[src/rtl/rbam_pkg.sv]
package rbam_pkg;

    localparam int CHANNELS   = 16;
    localparam int RING_BYTES = 4096;
    localparam int CH_W       = (CHANNELS > 1) ? $clog2(CHANNELS) : 1;
    localparam int PTR_W      = $clog2(RING_BYTES);
    localparam int ADDR_W     = CH_W + PTR_W;
    localparam int CNT_W      = PTR_W + 1;
    localparam int FILL_W     = 12;
    localparam int GAIN_W     = 16;
    localparam int SUM_W      = 17 + CH_W;

    typedef enum logic [2:0] {
        FUNC_WRITE  = 3'd0,
        FUNC_TICK   = 3'd1,
        FUNC_LEVEL  = 3'd2,
        FUNC_PLAY   = 3'd3,
        FUNC_CLEAR  = 3'd4,
        FUNC_STATUS = 3'd5
    } func_t;

    localparam logic [GAIN_W-1:0] GAIN_UNITY = 16'h8000;
    localparam logic [29:0]       LOG_FACTOR = 30'd631305657;

    typedef struct packed {
        logic load_item;
        logic exec;
        logic gain_start;
        logic gain_store;
        logic scan_clear;
        logic use_scan;
        logic rd_lo;
        logic rd_hi;
        logic mul;
        logic acc;
        logic next_ch;
        logic load_result;
    } rbam_cmd_t;

    typedef struct packed {
        logic [2:0] func;
        logic       ch_valid;
        logic       eligible;
        logic       last_ch;
        logic       gain_done;
    } rbam_sts_t;

    function automatic logic [PTR_W-1:0] ring_next(input logic [PTR_W-1:0] p);
        logic [CNT_W-1:0] s;
        s = {1'b0, p} + CNT_W'(1);
        if (s >= CNT_W'(RING_BYTES))
        begin
            return '0;
        end
        return s[PTR_W-1:0];
    endfunction

    function automatic logic [CNT_W-1:0] ring_fill(input logic [PTR_W-1:0] w,
                                                   input logic [PTR_W-1:0] r);
        if (w >= r)
        begin
            return {1'b0, w} - {1'b0, r};
        end
        return {1'b0, w} + CNT_W'(RING_BYTES) - {1'b0, r};
    endfunction

endpackage

[src/rtl/rbam_ctrl.sv]
module rbam_ctrl (
    input  logic                  clk,
    input  logic                  rst_n,
    input  logic                  item_valid,
    output logic                  item_ready,
    output logic                  result_valid,
    input  logic                  result_ready,
    input  rbam_pkg::rbam_sts_t   sts,
    output rbam_pkg::rbam_cmd_t   cmd
);
    import rbam_pkg::*;

    typedef enum logic [3:0] {
        S_IDLE,
        S_DISPATCH,
        S_GAIN_WAIT,
        S_TCHK,
        S_TRD0,
        S_TMUL,
        S_TACC,
        S_FINISH
    } state_t;

    state_t state_reg;
    state_t state_next;
    logic   result_valid_reg;
    logic   slot_free;

    always_comb
    begin
        cmd        = '0;
        state_next = state_reg;
        slot_free  = !result_valid_reg || result_ready;
        unique case (state_reg)
            S_IDLE:
            begin
                if (item_valid)
                begin
                    cmd.load_item = 1'b1;
                    state_next    = S_DISPATCH;
                end
            end
            S_DISPATCH:
            begin
                unique case (sts.func)
                    FUNC_TICK:
                    begin
                        cmd.scan_clear = 1'b1;
                        state_next     = S_TCHK;
                    end
                    FUNC_LEVEL:
                    begin
                        if (sts.ch_valid)
                        begin
                            cmd.gain_start = 1'b1;
                            state_next     = S_GAIN_WAIT;
                        end
                        else
                        begin
                            state_next = S_FINISH;
                        end
                    end
                    default:
                    begin
                        cmd.exec   = 1'b1;
                        state_next = S_FINISH;
                    end
                endcase
            end
            S_GAIN_WAIT:
            begin
                if (sts.gain_done)
                begin
                    cmd.gain_store = 1'b1;
                    state_next     = S_FINISH;
                end
            end
            S_TCHK:
            begin
                cmd.use_scan = 1'b1;
                if (sts.eligible)
                begin
                    cmd.rd_lo  = 1'b1;
                    state_next = S_TRD0;
                end
                else
                begin
                    cmd.next_ch = 1'b1;
                    if (sts.last_ch)
                    begin
                        state_next = S_FINISH;
                    end
                end
            end
            S_TRD0:
            begin
                cmd.use_scan = 1'b1;
                cmd.rd_hi    = 1'b1;
                state_next   = S_TMUL;
            end
            S_TMUL:
            begin
                cmd.use_scan = 1'b1;
                cmd.mul      = 1'b1;
                state_next   = S_TACC;
            end
            S_TACC:
            begin
                cmd.use_scan = 1'b1;
                cmd.acc      = 1'b1;
                cmd.next_ch  = 1'b1;
                state_next   = sts.last_ch ? S_FINISH : S_TCHK;
            end
            S_FINISH:
            begin
                if (slot_free)
                begin
                    cmd.load_result = 1'b1;
                    state_next      = S_IDLE;
                end
            end
            default:
            begin
                state_next = S_IDLE;
            end
        endcase
    end

    always_ff @(posedge clk or negedge rst_n)
    begin
        if (!rst_n)
        begin
            state_reg        <= S_IDLE;
            result_valid_reg <= 1'b0;
        end
        else
        begin
            state_reg <= state_next;
            if (cmd.load_result)
            begin
                result_valid_reg <= 1'b1;
            end
            else if (result_ready)
            begin
                result_valid_reg <= 1'b0;
            end
        end
    end

    assign item_ready   = state_reg == S_IDLE;
    assign result_valid = result_valid_reg;

endmodule

[config.mk]
export PLATFORM = sky130hd
export DESIGN_NAME = rbam_ctrl
export DESIGN_NICKNAME = d
export VERILOG_FILES = /design/src/rtl/rbam_pkg.sv /design/src/rtl/rbam_ctrl.sv
export SDC_FILE = /design/constraint.sdc
export NUM_CORES = 1
export LEC_CHECK = 0
export ABC_AREA = 1
export BUFFER_PORTS_ARGS = -buffer_cell sky130_fd_sc_hd__buf_2
export CAP_MARGIN = 20
export CELL_PAD_IN_SITES_DETAIL_PLACEMENT = 0
export CELL_PAD_IN_SITES_GLOBAL_PLACEMENT = 1
export CORE_MARGIN = 10
export CORE_UTILIZATION = 25
export CTS_CLUSTER_DIAMETER = 100
export DETAILED_ROUTE_END_ITERATION = 16
export PLACE_DENSITY_LB_ADDON = 0.15
export REMOVE_ABC_BUFFERS = 1
export SYNTH_ARGS = -nofsm -noshare
export SYNTH_HDL_FRONTEND = slang
export SYNTH_SLANG_ARGS = --single-unit
[constraint.sdc]
create_clock -name clk -period 2 [get_ports clk]
set_clock_uncertainty 0.15 [all_clocks]
set_input_delay 0.1 -clock clk [delete_from_list [all_inputs] [get_ports clk]]
set_output_delay 0.1 -clock clk [all_outputs]
set_load 0.03 [all_outputs]
==> flow_summary.toml, run 1 <==
[floorplan]
die_x_um = 59.5
rows = 14
dieArea_um2 = 3530
start_util_pct = 26.1
die_h_um = 59.5
ioPinCount = 25
core_um2 = 1490

[route]
wirelength_um = 1260
drtIter0Drc = 16
dr.pass1.iters = 4
post_drt_wl_per_cell_um = 10.6
viasPerCell = 4.41
drcViolationCount = 0
vias = 520
ant_nets = 0

[worst_setup_path]
required_ns = 1.75
arrival_ns = 1.45
crit_fanout = 8
r2r_setup_slack_ns = 0.70
reg2reg_to = "state_reg[0]"
r2r_cells = 7
reg2reg_from = "state_reg[2]"
crit_type = "reg2out"
end_kind = "primary output"
critPathLaunchType = "register"

[logic_synthesis]
synth.ff_latch_count = 4
synth_seq_area_share_pct = 25.7
yosys_warnings = 0
ys_top_cells_by_area = "dfrtp_1 (26%), nand2_1 (21%), nor2_1 (15%)"
synthesis.area_um2 = 389
ys_types = 14
syn_inst = 73
synth_top_area_cell = "dfrtp_1"
avgSynthCellArea_um2 = 5.33
synth_top_area_share_pct = 25.7

[clocking]
cts_hold_buf = 2
clkLatencyLatePin_ns = 0.23
cts.clk_slew.worst_paths_ns = 0.04
htreeDepth = 1
clk_path_buf_depth = 2
cts_root_buf = "clkbuf_4"
cts_made_buffers = 3
clock_sinks = 4
cts_tree = "built"
cts_resized = 0
postCtsSetupBuffers = 0

[sta]
slew_viol_final = 0
relSlewSlack_pct = 84.0
hold_viol = 0
worst_pin_slew_ns = 0.237
period_minus_slack_ns = 1.70
setup_violations = 0
period_share_pct = 85.0
fmax_ghz = 0.589
tns_ns = 0
postLayoutSetupSlackWorst_ns = 0.301
fin_hold_ws_ns = 0.0540
rsz0062_at_grt = "false"

[place]
routabilityCongestion = 0.726
port_buffers = 24
hpwl_um = 1090
place_ws_ns = 0.552

[grt]
grt_pass1_vias = 495
antenna_found_initial = 0
grt_overflow = 0
grt_use_total_pct = 7.22
grt_pass1_wl_um = 2030
grt_max_degree = 9

[pwr]
power_frac_comb_pct = 71.3
pwr-share-seq_pct = 18.4
clock_power_share_pct = 10.3
netSwitchingPower_w = 0.000569
irDropWorstVdd_mv = 0.451
p_leak_nw = 0.384
p_sw_share_pct = 59.4
p_int_w = 0.000390
power.density_nw_per_um2 = 1680

[final_layout]
largest_register_ffs = 3
syn2layout_area_growth_pct = 46.9
drive_gt1_share_pct = 31.4
diodes = 0
fin_nets = 115
fill_cells = 166

[outcome]
status = "completed"

[worst_hold_path]
hp-class = "in2async"

[flow_run]
cap_violations = 0
[cells in the mapped netlist (all sizes together)]
library cell   n
nand2         23
nor2          19
inv           15
dfrtp          4
nand3          4
nor3           2
o21ai          2
a211oi         1
a21oi          1
and3           1
nand4          1
[per-layer routing]
layer / global-route usage [%] / share of wire [%]
met1: 8.28 / 44
met2: 11.1 / 50
met3: 2.15 / 5.3
met4: 4.92 / 1.0
met5: 0 / 0
[power groups by stage]
stage	Combinational, W	Sequential [W]	Clock, W
after floorplan	0.000493	0.000188	0
after global placement	0.000697	0.000177	0
after detailed placement	0.000690	0.000177	0
after CTS	0.000695	0.000176	0.000102
after global routing	0.000764	0.000182	0.000107
final	0.000683	0.000177	0.0000989
[metrics by stage]
step           utilization (%)  area [um2]  power (W)  instances
4_1_cts                   38.4         572   0.000973        118
3_5_place_dp              35.5         529   0.000866        113
5_1_grt                   38.4         572    0.00105        118
3_3_place_gp              35.5         529   0.000874        113
6_report                  38.4         572   0.000959        118
2_1_floorplan                -         389   0.000680         73
[cell families (layout without fill, tap and decap cells)]
group / count (synthesis) / in the layout / share of synthesized area [%]
AND/OR/NAND/NOR: 50 / 50 / 54.0
flip-flops: 4 / 4 / 25.7
buffers and inverters: 15 / 44 / 14.5
AO/OA/AOI/OAI: 4 / 4 / 5.79
[placed cells by master (no fill, tap or decap), drive strengths merged]
| cell | instances |
|---|---|
| a21oi | 1 |
| nor2 | 19 |
| and3 | 1 |
| nor3 | 2 |
| o21ai | 2 |
| nand2 | 23 |
| inv | 15 |
| clkbuf | 3 |
| dlygate4sd3 | 2 |
| nand3 | 4 |
| buf | 24 |
| a211oi | 1 |
| nand4 | 1 |
| dfrtp | 4 |
[worst max path at each step]
stage	slack, ns	endpoint	start	cells past startpoint
6_report	0.30	cmd[10]	state_reg[2]	4
2_1_floorplan	0.28	cmd[10]	state_reg[2]	3
4_1_cts	0.29	cmd[10]	state_reg[2]	4
3_3_place_gp	0.57	cmd[10]	state_reg[2]	4
5_1_grt	0.19	cmd[10]	state_reg[2]	4
3_5_place_dp	0.55	cmd[10]	state_reg[2]	4
[worst max-delay path, cell delays in order, from the launching register on]
cell and delay [ns]:
dfrtp_1 0.41, inv_2 0.14, nand3_1 0.18, a211oi_1 0.25, buf_2 0.23
[cell type report]
type / instances / area [um2] / share of cell area (%)
Inverter: 15 / 56.3 / 9.85
Multi-Input combinational cell: 54 / 233 / 40.7
Clock buffer: 3 / 22.5 / 3.94
Sequential cell: 4 / 100 / 17.5
Tap cell: 16 / 20.0 / 3.50
Timing Repair Buffer: 26 / 140 / 24.5
No activity file was read; power rests on OpenSTA's default activity.
==> run 2, diff against run 1 <==
--- a/config.mk
+++ b/config.mk
@@ -5,13 +5,13 @@
 export SDC_FILE = /design/constraint.sdc
 export NUM_CORES = 1
 export LEC_CHECK = 0
-export ABC_AREA = 1
+export ABC_AREA = 0
 export BUFFER_PORTS_ARGS = -buffer_cell sky130_fd_sc_hd__buf_2
 export CAP_MARGIN = 20
 export CELL_PAD_IN_SITES_DETAIL_PLACEMENT = 0
 export CELL_PAD_IN_SITES_GLOBAL_PLACEMENT = 1
 export CORE_MARGIN = 10
-export CORE_UTILIZATION = 25
+export CORE_UTILIZATION = 27
 export CTS_CLUSTER_DIAMETER = 100
 export DETAILED_ROUTE_END_ITERATION = 16
 export PLACE_DENSITY_LB_ADDON = 0.15
==> constraint.sdc (replaced) <==
create_clock -name clk -period 1.62 [get_ports clk]
set_clock_uncertainty 0.15 [all_clocks]
set_input_delay 0.081 -clock clk [delete_from_list [all_inputs] [get_ports clk]]
set_output_delay 0.081 -clock clk [all_outputs]
set_load 0.03 [all_outputs]
==> run 2 against run 1 <==
  * Setup slack got worse by 0.29 ns
  * Sequential cell count unchanged
  * Sequential share of layout area decreased by 3.5 points
  * Largest power group unchanged
==> flow_summary.toml, run 2 <==
[outcome]
status = "completed"

[clocking]
cts_made_buffers = 3
clkLatencyLatePin_ns = 0.23
clock_sinks = 4
cts_root_buf = "clkbuf_4"
cts.clk_slew.worst_paths_ns = 0.04
htreeDepth = 1
clk_path_buf_depth = 2
cts_tree = "built"

[worst_setup_path]
end_kind = "register"
critPathLaunchType = "register"
cp_slowest_stage_delay_ns = 0.44
critPathLaunch = "state_reg[2]"
reg2reg_from = "state_reg[2]"
path_cells = "buf_12 > a2111oi_4 > nor4b_2 > or3_1"
arrival_ns = 1.57
slowest_stage = "dfrtp_2"
required_ns = 1.58
crit_fanout = 5
crit_type = "reg2reg"

[logic_synthesis]
synth_top_area_share_pct = 24.8
synthTopCellsByCount = "a21oi_1 (5), nand2b_1 (5), nor2_1 (5), dfrtp_1 (4)"
synthArstFlopShare_pct = 100
synth_flop_cell = "dfrtp_1"
synth-edff-count = 0
ys_types = 28
synth.ff_latch_count = 4
synth_top_area_cell = "dfrtp_1"
ys_top_cells_by_area = "dfrtp_1 (25%), nand2b_1 (7.7%), a2111oi_4 (6.8%)"
syn_inst = 52
avgSynthCellArea_um2 = 7.77
synth_seq_area_share_pct = 24.8
synthesis.area_um2 = 404
yosys_warnings = 0

[grt]
grt_max_degree = 10
grt_use_total_pct = 8.05
grt_overflow = 0
grt_pass1_vias = 499
antenna_found_initial = 0
grt_pass1_wl_um = 2210

[pwr]
power.density_nw_per_um2 = 2040
p_leak_nw = 0.348
irDropWorstVdd_mv = 0.874
total_power_w = 0.00152

[route]
ant_nets = 0
post_drt_wl_per_cell_um = 13.8
dr.pass1.iters = 4
wirelength_um = 1390
drcViolationCount = 0
vias = 513
drtIter0Drc = 5
viasPerCell = 5.08

[worst_hold_path]
hp-class = "in2async"

[floorplan]
start_util_pct = 29.9
die_h_um = 58.7
dieArea_um2 = 3440
ioPinCount = 25
die_x_um = 58.7
core_um2 = 1350
rows = 13

[sta]
fmax_ghz = 0.620
rsz0062_at_grt = "true"
worst_pin_slew_ns = 0.335
hold_viol = 0
setup_violations = 0
relSlewSlack_pct = 77.7
slew_viol_final = 0
period_share_pct = 99.6
period_minus_slack_ns = 1.61

[final_layout]
syn2layout_area_growth_pct = 83.9
fin_nets = 99
stdcell_count = 101
multi_input_area_um2 = 340
mostFrequentLayoutCell = "buf_2"
register_area_um2 = 104
fill_cells = 133
diodes = 0
finish.utilization_pct = 55.1
drive_gt1_share_pct = 53.5
largest_register_ffs = 3
final_cell_mix = "buf_2 (18), buf_4 (8), a21oi_1 (5), buf_6 (5)"

[flow_run]
cap_violations = 0

[place]
dp.cells = 91
port_buffers = 24
routabilityCongestion = 0.720
hpwl_um = 1080
run 2: per-stage QoR:
step	hold slack (ns)	worst slack [ns]	area [um2]	TNS (ns)
after global routing	0.0696	-0.0582	743	-0.112
after detailed placement	-0.257	0.0193	557	0
after CTS	0.0376	0.00557	684	0
after global placement	-0.254	0.0391	557	0
after floorplan	-0.365	-0.315	388	-1.29
final	0.0429	0.00649	743	0
run 2: repair_timing:
item,in CTS,in global routing
resized for setup,10,13
setup endpoints to repair,9,6
setup buffers,5,0
endpoints found under the hold margin,5,0
pin swaps,1,2
hold buffers,2,0
run 2: worst paths after layout:
kind	to	slack (ns)	cells after the start
worst max-delay path	state_reg[0]	0.006	4
worst min-delay path	state_reg[0]	0.04	2
worst max register to register	state_reg[0]	0.006	4
worst min register to register	result_valid	0.37	2
max in group asynchronous	state_reg[2]	1.13	2
min in group clk	state_reg[0]	0.11	4
run 2: cells by family (layout without fill, tap and decap cells):
group / Yosys count / in the layout / synth area share, %
compound gates: 11 / 11 / 21.4
xor+xnor: 1 / 1 / 2.17
flops: 4 / 4 / 24.8
mux: 1 / 1 / 2.48
simple gates: 30 / 30 / 44.3
buf+inv: 5 / 39 / 4.95
run 2: area by class of cell:
type                            instances  share of cell area (%)
Tap cell                               15                    2.53
Inverter                                1                   0.505
Timing Repair Buffer                   35                    34.2
Multi-Input combinational cell         43                    45.8
Sequential cell                         4                    14.0
Clock buffer                            3                    3.03
run 2: per-layer routing:
metal | up-vias | global-route usage [%] | share of wire, %
met4 | 0 | 3.93 | 1.9
met5 | - | 0 | 0
met2 | 18 | 13.4 | 52
met1 | 239 | 8.18 | 37
met3 | 2 | 4.08 | 8.2
li1 | 254 | - | -
run 2: where the power goes:
part           internal, W  leakage, nW  switching [W]
clock            0.0000828       0.0138      0.0000403
sequential        0.000160       0.0429      0.0000534
combinational     0.000507        0.291       0.000675
total             0.000749        0.348       0.000769
run 2: worst max-delay path, delay by kind of cell (launching register included):
| kind | cells | cell delay [ns] |
|---|---|---|
| buf+inv | 1 | 0.14 |
| compound gates | 1 | 0.34 |
| flops | 1 | 0.44 |
| simple gates | 2 | 0.42 |
